$ cat src/rtl/double_ended_queue_unit_macros.svh
// Assertion macros shared by the deque RTL.
// Included by files that carry concurrent assertions; no other dependencies.
`ifndef DOUBLE_ENDED_QUEUE_UNIT_MACROS_SVH
`define DOUBLE_ENDED_QUEUE_UNIT_MACROS_SVH
`ifndef SYNTHESIS
// Condition must hold at every clock edge out of reset.
`define DQ_ASSERT(lbl, clk, rst_n, cond) \
    lbl: assert property (@(posedge clk) disable iff (!rst_n) (cond)) \
        else $error("deque assertion failed");
// When ante holds, cons must hold at the same edge.
`define DQ_ASSERT_IMP(lbl, clk, rst_n, ante, cons) \
    lbl: assert property (@(posedge clk) disable iff (!rst_n) (ante) |-> (cons)) \
        else $error("deque implication failed");
`else
`define DQ_ASSERT(lbl, clk, rst_n, cond)
`define DQ_ASSERT_IMP(lbl, clk, rst_n, ante, cons)
`endif
`endif

$ cat src/rtl/dequ_pkg.sv
// Types and codes for the double-ended queue unit.
// No dependencies; imported by the top level.
package dequ_pkg;

    localparam int OPCODE_W = 3;
    localparam int VALUE_W  = 32;
    localparam int STATUS_W = 2;
    localparam int OCC_W    = 5;

    localparam logic [OPCODE_W-1:0] OP_PUSH_FRONT = 3'd0;
    localparam logic [OPCODE_W-1:0] OP_POP_FRONT  = 3'd1;
    localparam logic [OPCODE_W-1:0] OP_PUSH_BACK  = 3'd2;
    localparam logic [OPCODE_W-1:0] OP_POP_BACK   = 3'd3;
    localparam logic [OPCODE_W-1:0] OP_DUMP       = 3'd4;

    localparam logic [STATUS_W-1:0] STAT_OK    = 2'd0;
    localparam logic [STATUS_W-1:0] STAT_EMPTY = 2'd1;
    localparam logic [STATUS_W-1:0] STAT_FULL  = 2'd2;

    typedef struct packed {
        logic [OPCODE_W-1:0]       opcode;
        logic signed [VALUE_W-1:0] value;
    } t_deq_in;

    typedef struct packed {
        logic [STATUS_W-1:0]       status;
        logic signed [VALUE_W-1:0] element;
        logic                      element_valid;
        logic [OCC_W-1:0]          occupancy;
        logic                      last;
    } t_deq_out;

endpackage

$ cat src/rtl/double_ended_queue_unit.sv
// Double-ended queue unit: ring store in a RAM, front index and element count.
// Uses dequ_pkg, dequ_ram and double_ended_queue_unit_macros.svh.
//
// Input channel (i_in_valid / o_in_stall / i_in_data) takes one command word:
// push front, pop front, push back, pop back or dump. Output channel
// (o_out_valid / i_out_stall / o_out_data) returns result words.
// Push and pop: one result word, registered, in the cycle after acceptance; a new
// command is taken every cycle while the output register drains.
// Dump of N elements: S_DUMP_RD reads the first, S_DUMP_WAIT registers it, then
// one word per cycle unless the receiver stalls, last flagged on the final one.
// The single RAM read port sets this rate. No command is accepted during a dump.
// Pops of an empty queue and pushes to a full one give a status word and leave
// the queue unchanged. A dump of an empty queue gives one empty-status word.
// While the receiver stalls a valid word, it holds and the input stalls too.
// Reset (synchronous, active low) empties the queue; RAM contents are left as
// they are and never read before being written.
`include "double_ended_queue_unit_macros.svh"
module double_ended_queue_unit
    import dequ_pkg::*;
#(
    parameter int DEPTH      = 16,
    parameter int DATA_WIDTH = 32
) (
    input  logic     i_clk,
    input  logic     i_rst_n,
    input  logic     i_in_valid,
    output logic     o_in_stall,
    input  t_deq_in  i_in_data,
    output logic     o_out_valid,
    input  logic     i_out_stall,
    output t_deq_out o_out_data
);

    localparam int AW = $clog2(DEPTH);
    localparam int CW = $clog2(DEPTH + 1);

    localparam logic [1:0] S_IDLE      = 2'd0;
    localparam logic [1:0] S_DUMP_RD   = 2'd1;
    localparam logic [1:0] S_DUMP_WAIT = 2'd2;

    logic [1:0]      r_state, n_state;
    logic [AW-1:0]   r_front, n_front;
    logic [CW-1:0]   r_count, n_count;
    logic [CW-1:0]   r_idx, n_idx;
    logic            r_out_valid, n_out_valid;
    t_deq_out        r_out, n_out;

    logic                  out_free;
    logic                  in_acc;
    logic                  ram_we, ram_re;
    logic [AW-1:0]         ram_waddr, ram_raddr;
    logic [DATA_WIDTH-1:0] ram_wdata, ram_rdata;
    logic signed [63:0]    val_ext, rd_ext;
    logic [AW-1:0]         front_dec, front_inc;
    logic [AW-1:0]         rd_off, back_slot, rd_slot;
    logic [AW:0]           back_sum, rd_sum;
    logic                  full, empty, dump_last;

    assign out_free   = !r_out_valid || !i_out_stall;
    assign o_in_stall = !((r_state == S_IDLE) && out_free);
    assign in_acc     = i_in_valid && !o_in_stall;

    assign full  = (r_count == CW'(DEPTH));
    assign empty = (r_count == '0);

    assign front_dec = (r_front == '0) ? AW'(DEPTH - 1) : r_front - AW'(1);
    assign front_inc = (r_front == AW'(DEPTH - 1)) ? '0 : r_front + AW'(1);

    // ring wrap: both operands below DEPTH, so one conditional subtract
    assign back_sum  = {1'b0, r_front} + {1'b0, r_count[AW-1:0]};
    assign back_slot = (back_sum >= (AW+1)'(DEPTH)) ? AW'(back_sum - (AW+1)'(DEPTH))
                                                    : back_sum[AW-1:0];

    assign dump_last = ((r_idx + CW'(1)) == r_count);
    assign rd_off    = (r_state == S_DUMP_RD) ? r_idx[AW-1:0] : AW'(r_idx + CW'(1));
    assign rd_sum    = {1'b0, r_front} + {1'b0, rd_off};
    assign rd_slot   = (rd_sum >= (AW+1)'(DEPTH)) ? AW'(rd_sum - (AW+1)'(DEPTH))
                                                  : rd_sum[AW-1:0];

    assign val_ext   = 64'($signed(i_in_data.value));
    assign ram_wdata = val_ext[DATA_WIDTH-1:0];
    assign rd_ext    = 64'($signed(ram_rdata));

    always_comb begin
        n_state     = r_state;
        n_front     = r_front;
        n_count     = r_count;
        n_idx       = r_idx;
        n_out_valid = r_out_valid && i_out_stall;
        n_out       = r_out;
        ram_we      = 1'b0;
        ram_waddr   = back_slot;
        ram_re      = 1'b0;
        ram_raddr   = rd_slot;
        case (r_state)
            S_IDLE: begin
                if (in_acc) begin
                    n_out.status        = STAT_OK;
                    n_out.element       = '0;
                    n_out.element_valid = 1'b0;
                    n_out.last          = 1'b1;
                    n_out_valid         = 1'b1;
                    case (i_in_data.opcode)
                        OP_PUSH_FRONT, OP_PUSH_BACK: begin
                            if (full) begin
                                n_out.status = STAT_FULL;
                            end else begin
                                ram_we  = 1'b1;
                                n_count = r_count + CW'(1);
                                if (i_in_data.opcode == OP_PUSH_FRONT) begin
                                    n_front   = front_dec;
                                    ram_waddr = front_dec;
                                end
                            end
                        end
                        OP_POP_FRONT, OP_POP_BACK: begin
                            if (empty) begin
                                n_out.status = STAT_EMPTY;
                            end else begin
                                n_count = r_count - CW'(1);
                                if (i_in_data.opcode == OP_POP_FRONT) begin
                                    n_front = front_inc;
                                end
                            end
                        end
                        OP_DUMP: begin
                            if (empty) begin
                                n_out.status = STAT_EMPTY;
                            end else begin
                                n_out_valid = r_out_valid && i_out_stall;
                                n_idx       = '0;
                                n_state     = S_DUMP_RD;
                            end
                        end
                        default: begin
                        end
                    endcase
                    n_out.occupancy = OCC_W'(n_count);
                end
            end
            S_DUMP_RD: begin
                ram_re  = 1'b1;
                n_state = S_DUMP_WAIT;
            end
            S_DUMP_WAIT: begin
                if (out_free) begin
                    n_out.status        = STAT_OK;
                    n_out.element       = rd_ext[31:0];
                    n_out.element_valid = 1'b1;
                    n_out.occupancy     = OCC_W'(r_count);
                    n_out.last          = dump_last;
                    n_out_valid         = 1'b1;
                    if (dump_last) begin
                        n_state = S_IDLE;
                    end else begin
                        // fetch the next element while this one goes out
                        ram_re = 1'b1;
                        n_idx  = r_idx + CW'(1);
                    end
                end
            end
            default: begin
                n_state = S_IDLE;
            end
        endcase
    end

    always_ff @(posedge i_clk) begin
        if (!i_rst_n) begin
            r_state     <= S_IDLE;
            r_front     <= '0;
            r_count     <= '0;
            r_idx       <= '0;
            r_out_valid <= 1'b0;
        end else begin
            r_state     <= n_state;
            r_front     <= n_front;
            r_count     <= n_count;
            r_idx       <= n_idx;
            r_out_valid <= n_out_valid;
        end
        r_out <= n_out;
    end

    dequ_ram #(
        .WIDTH(DATA_WIDTH),
        .DEPTH(DEPTH)
    ) u_ram (
        .i_clk  (i_clk),
        .i_we   (ram_we),
        .i_waddr(ram_waddr),
        .i_wdata(ram_wdata),
        .i_re   (ram_re),
        .i_raddr(ram_raddr),
        .o_rdata(ram_rdata)
    );

    assign o_out_valid = r_out_valid;
    assign o_out_data  = r_out;

    `DQ_ASSERT(a_count_bound, i_clk, i_rst_n, r_count <= CW'(DEPTH))
    `DQ_ASSERT(a_front_bound, i_clk, i_rst_n, r_front <= AW'(DEPTH - 1))
    `DQ_ASSERT_IMP(a_dump_idx, i_clk, i_rst_n, r_state != S_IDLE, r_idx < r_count)
    `DQ_ASSERT_IMP(a_write_idle, i_clk, i_rst_n, ram_we, r_state == S_IDLE && !full)

endmodule

$ cat src/rtl/dequ_ram.sv
// Generic simple dual-port RAM: one write port, one read port, registered read.
// No dependencies.
module dequ_ram #(
    parameter int WIDTH = 32,
    parameter int DEPTH = 16,
    localparam int AW = $clog2(DEPTH)
) (
    input  logic             i_clk,
    input  logic             i_we,
    input  logic [AW-1:0]    i_waddr,
    input  logic [WIDTH-1:0] i_wdata,
    input  logic             i_re,
    input  logic [AW-1:0]    i_raddr,
    output logic [WIDTH-1:0] o_rdata
);

    logic [WIDTH-1:0] r_mem [DEPTH];
    logic [WIDTH-1:0] r_rdata;

    always_ff @(posedge i_clk) begin
        if (i_we) begin
            r_mem[i_waddr] <= i_wdata;
        end
        // read data holds while no read is issued
        if (i_re) begin
            r_rdata <= r_mem[i_raddr];
        end
    end

    assign o_rdata = r_rdata;

endmodule

$ cat config.mk
export PLATFORM = sky130hd
export DESIGN_NAME = double_ended_queue_unit
export DESIGN_NICKNAME = d
export VERILOG_FILES = /design/src/rtl/dequ_pkg.sv /design/src/rtl/double_ended_queue_unit.sv /design/src/rtl/dequ_ram.sv
export VERILOG_INCLUDE_DIRS = /design/src /design/src/rtl
export SDC_FILE = /design/constraint.sdc
export NUM_CORES = 1
export LEC_CHECK = 0
export ABC_AREA = 0
export BUFFER_PORTS_ARGS = -buffer_cell sky130_fd_sc_hd__buf_2
export CORE_MARGIN = 2
export CORE_UTILIZATION = 60
export CTS_CLUSTER_DIAMETER = 100
export CTS_CLUSTER_SIZE = 20
export DETAILED_ROUTE_END_ITERATION = 16
export HOLD_SLACK_MARGIN = 0.08
export PLACE_DENSITY = 0.77
export SETUP_SLACK_MARGIN = 0.15
export SLEW_MARGIN = 20
export SYNTH_ARGS = -nofsm -noshare
export SYNTH_HDL_FRONTEND = slang
export SYNTH_SLANG_ARGS = --single-unit
export TNS_END_PERCENT = 1
$ cat constraint.sdc
create_clock -name i_clk -period 5.69 [get_ports i_clk]
set_input_delay 1.138 -clock i_clk [delete_from_list [all_inputs] [get_ports i_clk]]
set_output_delay 1.138 -clock i_clk [all_outputs]
set_load 0.005 [all_outputs]
==> flow_metrics.tcl, run 1 <==
set metrics [dict create \
    cts_hold_buf 0 \
    cp-end-kind "register" \
    drt_iter0_markers 915 \
    postSynthCellCount 1087 \
    routed_wl_mm 46.8 \
    cts_tree "built" \
    worstRegToRegCells 9 \
    maxSlewViolCount 0 \
    r2r_slack_ns 1.83 \
    power_density_mw_per_mm2 343 \
    hold_class "reg2reg" \
    final_common_cell "edfxtp_1" \
    critical_path_required_ns 5.99 \
    post_cts_buffers 0 \
    r2r_end "u_ram.o_rdata[29]" \
    cpPeakStageDelay_ns 0.82 \
    synth-main-ff-cell "edfxtp_1" \
    max_freq_mhz 259 \
    globalplace.congestion 0.782 \
    layout-drive-gt1-share 0.295 \
    htreeDepth 2 \
    fillCellCount 2438 \
    p_seq_frac 0.565 \
    pre_cts_slack_ns 1.48 \
    grt_overflow 0 \
    mostFrequentLayoutCells "585 x edfxtp_1, 158 x mux4_2, 81 x buf_2, 38 x clkbuf_16, 35 x and2_1" \
    finalWorstSetupSlack_ns 1.83 \
    clk_pin_slew_ns 0.09 \
    cts.path.max_buffers 3 \
    synth-seq-area-share 0.758 \
    port_buffers 81 \
    die_h_um 202 \
    detail_route.wl_per_cell_um 27.4 \
    synth-async-reset-ratio 0 \
    internal_power_mw 6.85 \
    dieArea_mm2 0.0410 \
    dr.pass1.iters 5 \
    cp_top_family "adder cells" \
    rsz0062_at_grt "false" \
    avgViaCountPerCell 6.42 \
    outcome "completed" \
    vias 10967 \
    worst-path-buf-inv 3 \
    wl_met3_mm 2.95 \
    cpMaxStageDelayCell "fa_4" \
    boundaryPins 82 \
    finalHoldViolations 0 \
    grt_use_total 0.235 \
    wl_met1_mm 18.8 \
    hpwlAfterDp_mm 26.3 \
    final_util 0.667 \
    p_leak_nw 8.37 \
    synth.avg_cell_area_um2 21.7 \
    grt_max_degree 86 \
    clock_sinks 602 \
    fin_nets 1238 \
    p_sw_frac 0.227 \
    yosys.area.top_type "edfxtp_1" \
    cts_made_buffers 36 \
    relSlewSlack 0.439 \
    antenna_found_initial 1 \
    core_mm2 0.0387 \
    min_path_cells 2 \
    syn2layout_area_growth_pct 9.42 \
    clock_skew_ns 0.0136 \
    hold_ws_ns 0.493 \
    cts-root-buf "clkbuf_16" \
    cp_max_fo 43 \
    syn_nets 1142 \
    die_x_um 202 \
    fp-row-count 72 \
    top_layer "met4" \
    synth.area.top_cells "edfxtp_1 74%, mux4_2 15%, dfxtp_1 1.4%" \
    clkLatencyLatePin_ns 0.56 \
    finalNonFillerCells 1709 \
    wl_met2_mm 24.1 \
    grt_pass1_wl_mm 70.9 \
    finalSetupTns_ns 0 \
    p_sw_mw 2.01 \
    ys_ff_latch 602 \
    yosys_warnings 0 \
    finalSetupViolCount 0 \
    synth_edf_count 585 \
    min_period_ns 3.86 \
    hold_start "r_state[0]" \
    cp_cell_sequence "inv_1 > ha_1 > xnor2_1 > ha_4 > inv_1 > fa_4 > buf_4 > mux4_2 > mux4_2" \
    startpoint_type "register" \
    maxCapViolations 0 \
    placedCellCount 1663 \
    yosys.area.top_type_share 0.744 \
    max_slew.worst_pin.slew_ns 0.842 \
    drc 0 \
    crit_arrival_ns 4.15 \
    ctsResizeCount 0 \
    grt_pass1_vias 11403 \
    comb_power_share 0.147 \
    netlist_area_mm2 0.0236 \
    hold_end "r_state[0]" \
    ant_nets 0 \
    fin_crit_sh 0.678 \
    irDropWorstVdd_uv 282 \
    start_util 0.610 \
    critical_path_class "reg2reg" \
    r2r_start "r_state[1]" \
    synthDistinctLibCells 57 \
    clockPowerShare 0.288 \
]
[worst max-delay path by stage]
stage,startpoint,end,slack [ns],cells past startpoint
after floorplan,i_in_data[34],u_ram.r_mem[10][0],0.73,6
after global placement,i_out_stall,u_ram.r_mem[0][31],1.62,7
after detailed placement,i_out_stall,u_ram.r_mem[0][15],1.48,7
after CTS,r_state[1],u_ram.o_rdata[29],1.87,9
after global routing,r_state[1],u_ram.o_rdata[29],1.70,9
final,r_state[1],u_ram.o_rdata[29],1.83,9
[registers in the layout (all words and copies together), names as in the netlist]
name / flops
u_ram.o_rdata: 32
o_out_valid: 1
r_idx: 5
r_state: 2
o_out_data: 41
r_front: 4
r_count: 5
u_ram.r_mem: 512
[synth_stat cells, types with 5 or more instances]
library cell and count:
edfxtp_1 585, mux4_2 158, and2_1 35, nand2_1 29, clkbuf_1 26, buf_2 24, nor3_1 22, dfxtp_1 17
nor2_1 17, inv_1 16, xnor2_1 16, ha_1 14, a21oi_1 12, nand3_1 12, o21ai_0 12, mux2i_1 9
nand2b_1 8, a31oi_1 7, buf_6 6, nor2b_1 5
[area by class of cell]
type                            count  area [um^2]  area share
Inverter                           17         63.8     0.00247
Sequential cell                   602        17900       0.693
Tap cell                          518          648      0.0251
Clock inverter                      2         36.3     0.00140
Clock buffer                       43          970      0.0375
Multi-Input combinational cell    412         5510       0.213
Timing Repair Buffer              114          703      0.0272
Antenna cell                        1         2.50   0.0000968
[per-layer routing]
| metal | vias up | track usage |
|---|---|---|
| met5 | - | 0 |
| met3 | 66 | 0.0347 |
| li1 | 4648 | - |
| met4 | 0 | 0.0680 |
| met1 | 5794 | 0.330 |
| met2 | 459 | 0.392 |
[kinds of logic after synthesis]
group / Yosys count / synth area share
mux: 175 / 0.160
flops: 602 / 0.758
compound gates: 59 / 0.0173
fa+ha+maj: 16 / 0.00911
buf+inv: 73 / 0.0148
xor+xnor: 21 / 0.00811
simple gates: 141 / 0.0323
[per-stage QoR]
| stage | instance area [um^2] | power (mW) |
|---|---|---|
| final | 25800 | 8.86 |
| after global routing | 25800 | 9.14 |
| after CTS | 25800 | 8.93 |
| after detailed placement | 24800 | 6.41 |
| after global placement | 24800 | 6.38 |
| after floorplan | 23600 | 6.04 |
[power groups by stage]
stage	Combinational, mW	Sequential, mW	Clock (mW)
finish	1.30	5.00	2.55
global route	1.40	5.01	2.73
CTS	1.33	5.01	2.60
detailed placement	1.30	5.11	0
global placement	1.28	5.10	0
floorplan	0.932	5.11	0
[worst min-delay path, cell delays in order, from the launching register on]
cell     delay [ns]
dfxtp_1        0.33
nand2_1        0.06
mux2i_1        0.06
No activity file was read; power rests on OpenSTA's default activity.
==> run 2: changes to the inputs <==
Settings changed: ABC_AREA 0 to 1, CORE_UTILIZATION 60 to 56, PLACE_DENSITY 0.77 to 0.76.
Clock period 5.69 ns to 3.45 ns, I/O delays scaled along.
==> run 2 against run 1 <==
  * Total power up 100%
  * Synthesized area up 5.0%
  * Largest cell class unchanged
  * Largest power group unchanged
  * Wire length up 15%
==> flow_metrics.tcl, run 2 <==
set metrics [dict create \
    finalHoldViolations 0 \
    synth-seq-area-share 0.722 \
    p_sw_frac 0.312 \
    ys_ff_latch 602 \
    placed_area_mm2 0.0263 \
    final_util 0.621 \
    start_util 0.565 \
    relSlewSlack 0.560 \
    hold_class "in2reg" \
    cts_hold_buf 0 \
    drc 0 \
    r2r_slack_ns 0.28 \
    ant_nets 0 \
    fin_nets 1901 \
    grt_use_met3 0.0468 \
    die_x_um 214 \
    cp-end-kind "register" \
    finalSetupViolCount 0 \
    internal_power_mw 12.5 \
    finalSetupTns_ns 0 \
    routed_wl_mm 53.7 \
    grt_overflow 0 \
    core_mm2 0.0439 \
    worstRegToRegCells 14 \
    cts-root-buf "clkbuf_16" \
    fin_crit_sh 0.918 \
    maxCapViolations 0 \
    clk_pin_slew_ns 0.09 \
    met1_usage 0.307 \
    avgViaCountPerCell 5.91 \
    design_area_mm2 0.0273 \
    cp_max_fo 25 \
    synth.area.top_cells "edfxtp_1 71%, mux2i_1 5.2%, o211ai_1 3.9%" \
    p_leak_nw 10.1 \
    critical_path_required_ns 3.76 \
    maxSlewViolCount 0 \
    outcome "completed" \
    antenna_found_initial 7 \
    die_h_um 214 \
    grt_pass1_vias 14386 \
    p_sw_mw 5.66 \
    yosys.area.top_type_share 0.708 \
    synth.top_cells.by_count "585 x edfxtp_1, 190 x inv_1, 147 x o21ai_0, 144 x a21oi_1, 130 x o211ai_1" \
    synth.avg_cell_area_um2 14.0 \
    netlist_area_mm2 0.0248 \
    dieArea_mm2 0.0460 \
    min_period_ns 3.17 \
    hpwlAfterDp_mm 30.8 \
    yosys.area.top_type "edfxtp_1" \
    cts.path.max_buffers 3 \
    htreeDepth 2 \
    mostFrequentLayoutCells "585 x edfxtp_1, 189 x inv_1, 146 x o21ai_0, 144 x a21oi_1, 130 x o211ai_1" \
    clockPowerShare 0.230 \
    fillCellCount 3174 \
    rsz0062_at_grt "false" \
    regMostFlops "u_ram.r_mem" \
    hold_start "i_rst_n" \
    boundaryPins 82 \
    post_cts_buffers 0 \
    fp-row-count 77 \
    port_buffers 81 \
    clock_skew_ns 0.0342 \
    synth-async-reset-ratio 0 \
    largest_register_ffs 512 \
    min_path_cells 3 \
    hold_end "r_state[1]" \
    detail_route.wl_per_cell_um 21.9 \
    max_slew.worst_pin.slew_ns 0.654 \
    clkLatencyLatePin_ns 0.57 \
    clock_sinks 602 \
    vias 14468 \
    max_freq_mhz 316 \
    postSynthCellCount 1769 \
    cts_made_buffers 36 \
    dr.pass1.iters 5 \
    syn_nets 1824 \
    use_met2 0.386 \
    comb_power_share 0.283 \
    p_seq_frac 0.488 \
    yosys_warnings 0 \
    final_common_cell "edfxtp_1" \
    syn2layout_area_growth_pct 9.99 \
    drt_iter0_markers 1476 \
    ctsResizeCount 0 \
    grt_max_degree 85 \
    grt_pass1_wl_mm 82.3 \
    startpoint_type "register" \
    r2r_start "r_state[1]" \
    top_usage_layer "met2" \
    synthDistinctLibCells 45 \
    irDropWorstVdd_uv 442 \
    report.power.total_mw 18.1 \
    globalplace.congestion 0.844 \
    synth_edf_count 585 \
    synthMostInstantiatedCell "edfxtp_1" \
    crit_arrival_ns 3.47 \
    cts_tree "built" \
    r2r_end "u_ram.o_rdata[30]" \
    power_density_mw_per_mm2 665 \
    grt_use_total 0.234 \
    layout-drive-gt1-share 0.133 \
    critical_path_class "reg2reg" \
    synth-main-ff-cell "edfxtp_1" \
]
run 2: logic make-up (layout without fill, tap and decap cells):
kind of cell	after synthesis	in the layout	synth area share
DFF	602	602	0.722
and+or+nand+nor	239	239	0.0465
AOI/OAI and AO/OA	466	466	0.109
adders and majority gates	16	16	0.00868
buffers and inverters	302	386	0.0550
muxes	128	128	0.0517
xor gates and xnor gates	16	16	0.00671
other	0	4	0
run 2: worst max-delay path: stages, from the launching register on:
cell and delay, ns:
dfxtp_1 0.33, inv_1 0.09, ha_2 0.26, buf_4 0.16
nand2_1 0.05, o21ai_1 0.12, inv_1 0.08, fa_4 0.85
buf_12 0.23, buf_4 0.19, a21oi_1 0.06, o21ai_0 0.12
o211ai_1 0.14, nand3_1 0.12, o21ai_1 0.07
run 2: how the worst max path moves through the flow:
| stage | startpoint | slack [ns] | to |
|---|---|---|---|
| global placement | r_state[1] | 0.35 | u_ram.o_rdata[18] |
| CTS | r_state[1] | 0.16 | u_ram.o_rdata[30] |
| detailed placement | r_state[1] | 0.24 | u_ram.o_rdata[16] |
| floorplan | i_out_stall | 0.04 | u_ram.r_mem[9][0] |
| finish | r_state[1] | 0.28 | u_ram.o_rdata[30] |
| global route | r_state[1] | 0.15 | u_ram.o_rdata[16] |
run 2: final cells by class:
| cell class | instances | area [um^2] | share of cell area |
|---|---|---|---|
| antenna | 4 | 10.0 | 0.000367 |
| inverter | 202 | 768 | 0.0282 |
| timing repair buffer | 139 | 1170 | 0.0429 |
| tap | 592 | 741 | 0.0272 |
| clock buffer | 44 | 952 | 0.0349 |
| sequential | 602 | 17900 | 0.656 |
| multi-input combinational | 865 | 5710 | 0.209 |
| clock inverter | 1 | 20.0 | 0.000734 |
run 2: power by group through the flow:
stage          logic (mW)  registers (mW)  clock network [mW]
4_1_cts              5.13            8.85                4.24
2_1_floorplan        3.67            9.01                   0
5_1_grt              5.60            8.89                4.46
3_5_place_dp         5.11            9.01                   0
3_3_place_gp         4.95            9.00                   0
6_report             5.13            8.85                4.17
run 2: metrics by stage:
stage	hold slack (ns)	setup WS (ns)	std cells
after CTS	0.411	0.156	2445
after global placement	0.466	0.345	2400
after floorplan	0.453	0.0377	1769
after global routing	0.425	0.150	2449
after detailed placement	0.482	0.244	2400
final	0.438	0.284	2449
run 2: metal layers:
metal,part of all wire,up-vias
li1,-,6617
met1,0.40,7083
met2,0.49,636
met3,0.076,126
met4,0.034,6
met5,0.00065,-
==> run 3: changes to the inputs <==
Settings changed: CORE_UTILIZATION 56 to 58, CTS_BUF_LIST set to sky130_fd_sc_hd__clkbuf_4 sky130_fd_sc_hd__clkbuf_8, PLACE_DENSITY 0.76 to 0.78, RECOVER_POWER set to 25.
==> run 3 against run 2 <==
  * Final cell count is 2.2% lower
  * Design area down 1.8%
  * Via count down 0.17%
  * Sequential power about the same
  * Sequential share of layout area up 1.2 points
  * First-iteration DRC count increased by 12%
  * Die area fell by 3.4%
  * Critical path depth is 2 lower
  * Worst setup slack better by 0.034 ns
  * Count of clock-buffer cells in the layout down 2
  * Clock skew increased by 0.016 ns
  * Total power fell by 5.8%
  * Critical path type unchanged
==> flow_metrics.tcl, run 3 (synthesized netlist as in run 2, its figures left out) <==
set metrics [dict create \
    outcome "completed" \
    ant_nets 0 \
    die_h_um 211 \
    syn2layout_area_growth_pct 7.96 \
    hold_ws_ns 0.366 \
    detail_route.wl_per_cell_um 22.2 \
    pre_cts_slack_ns 0.334 \
    fp-row-count 75 \
    clock_skew_ns 0.0502 \
    largest_register_ffs 512 \
    max_freq_mhz 319 \
    hold_class "in2reg" \
    critical_path_class "reg2reg" \
    hold_start "i_rst_n" \
    layout-drive-gt1-share 0.124 \
    clk_pin_slew_ns 0.13 \
    irDropWorstVdd_uv 405 \
    report.power.total_mw 17.1 \
    startpoint_type "register" \
    min_path_cells 3 \
    vias 14444 \
    power_density_mw_per_mm2 639 \
    final_util 0.637 \
    regMostFlops "u_ram.r_mem" \
    fin_crit_sh 0.908 \
    grt_overflow 0 \
    avgViaCountPerCell 6.03 \
    cp_max_fo 24 \
    antenna_found_initial 4 \
    final_common_cell "edfxtp_1" \
    port_buffers 81 \
    p_leak_nw 9.83 \
    dieArea_mm2 0.0444 \
    p_sw_mw 5.50 \
    boundaryPins 82 \
    core_mm2 0.0420 \
    cp-end-kind "register" \
    maxSlewViolCount 0 \
    globalplace.congestion 0.808 \
    cts_tree "built" \
    max_slew.worst_pin.slew_ns 0.699 \
    grt_max_degree 109 \
    finalWorstSetupSlack_ns 0.318 \
    routed_wl_mm 53.2 \
    clock_sinks 602 \
    p_sw_frac 0.322 \
    crit_arrival_ns 3.48 \
    worstRegToRegCells 12 \
    finalHoldViolations 0 \
    cts-root-buf "clkbuf_8" \
    relSlewSlack 0.529 \
    comb_power_share 0.300 \
    start_util 0.590 \
    fin_nets 1901 \
    hpwlAfterDp_mm 29.3 \
    die_x_um 211 \
    grt_use_total 0.238 \
    critical_path_required_ns 3.80 \
    htreeDepth 2 \
    drc 0 \
    finalSetupViolCount 0 \
    cts_hold_buf 0 \
    p_seq_frac 0.518 \
    dr.pass1.iters 5 \
    mostFrequentLayoutCells "585 x edfxtp_1, 189 x inv_1, 146 x o21ai_0, 144 x a21oi_1, 130 x o211ai_1" \
    r2r_start "r_idx[0]" \
    finalSetupTns_ns 0 \
    cts_made_buffers 36 \
    maxCapViolations 0 \
    grt_pass1_wl_mm 80.0 \
    grt_pass1_vias 14131 \
    fillCellCount 2982 \
    hold_end "r_idx[0]" \
    min_period_ns 3.13 \
    rsz0062_at_grt "false" \
    r2r_end "u_ram.o_rdata[26]" \
    clockPowerShare 0.182 \
    drt_iter0_markers 1649 \
    internal_power_mw 11.6 \
    cts.path.max_buffers 3 \
    r2r_slack_ns 0.32 \
    clkLatencyLatePin_ns 0.62 \
]
## run 3: cell types whose count changed in the layout (fill, tap and decap cells not counted), sizes merged
cell	delta
buf	-24
clkbuf	+22
clkinvlp	+2
diode	-2
inv	+1
## run 3: worst max path at each step
| stage | start | end | slack, ns | depth (start not counted) |
|---|---|---|---|---|
| 2_1_floorplan | i_out_stall | u_ram.r_mem[9][0] | 0.04 | 8 |
| 3_3_place_gp | r_state[1] | u_ram.o_rdata[9] | 0.42 | 12 |
| 3_5_place_dp | r_state[1] | u_ram.o_rdata[13] | 0.33 | 12 |
| 4_1_cts | r_state[1] | u_ram.o_rdata[20] | 0.28 | 12 |
| 5_1_grt | r_state[1] | u_ram.o_rdata[2] | 0.13 | 14 |
| 6_report | r_idx[0] | u_ram.o_rdata[26] | 0.32 | 12 |
## run 3: what timing repair did
item                                    4_1_cts  5_1_grt
resized for setup                             0        6
buffers inserted                              0        2
endpoints found under the setup margin        0       27
## run 3: metal layers
layer,GRT usage,part of all wire,vias up
met1,0.322,0.40,7099
li1,-,-,6604
met2,0.399,0.49,630
met5,0,0.00055,-
met3,0.0369,0.073,107
met4,0.0797,0.027,4
## run 3: cell type report
cell class,count,area (um^2),area share
diodes,2,5.00,0.000187
clock buffers,42,547,0.0204
repair buffers,139,1140,0.0424
inverters,202,768,0.0287
multi-input cells,865,5700,0.213
flip-flops and latches,602,17900,0.669
well taps,539,674,0.0252
clock inverters,4,35.0,0.00131
## run 3: critical path, cell delays in order, from the launching register on
cell and delay (ns):
dfxtp_1 0.40, ha_1 0.35, inv_1 0.07, o21ai_1 0.17, inv_1 0.09, fa_4 0.89
buf_12 0.14, buf_16 0.17, a21oi_1 0.05, o21ai_0 0.14, o211ai_1 0.18, nand3_1 0.12
o21ai_1 0.06
## run 3: metrics by stage
| step | cell area (um^2) | instances |
|---|---|---|
| floorplan | 24800 | 1769 |
| global placement | 26100 | 2344 |
| detailed placement | 26100 | 2344 |
| CTS | 26700 | 2390 |
| global route | 26800 | 2393 |
| finish | 26800 | 2395 |
## run 3: power groups by stage
stage / logic (mW) / clock network [mW] / registers, mW
2_1_floorplan: 3.67 / 0 / 9.01
3_3_place_gp: 4.90 / 0 / 9.01
3_5_place_dp: 5.04 / 0 / 9.03
4_1_cts: 5.06 / 3.17 / 8.86
5_1_grt: 5.59 / 3.38 / 8.90
6_report: 5.13 / 3.11 / 8.85
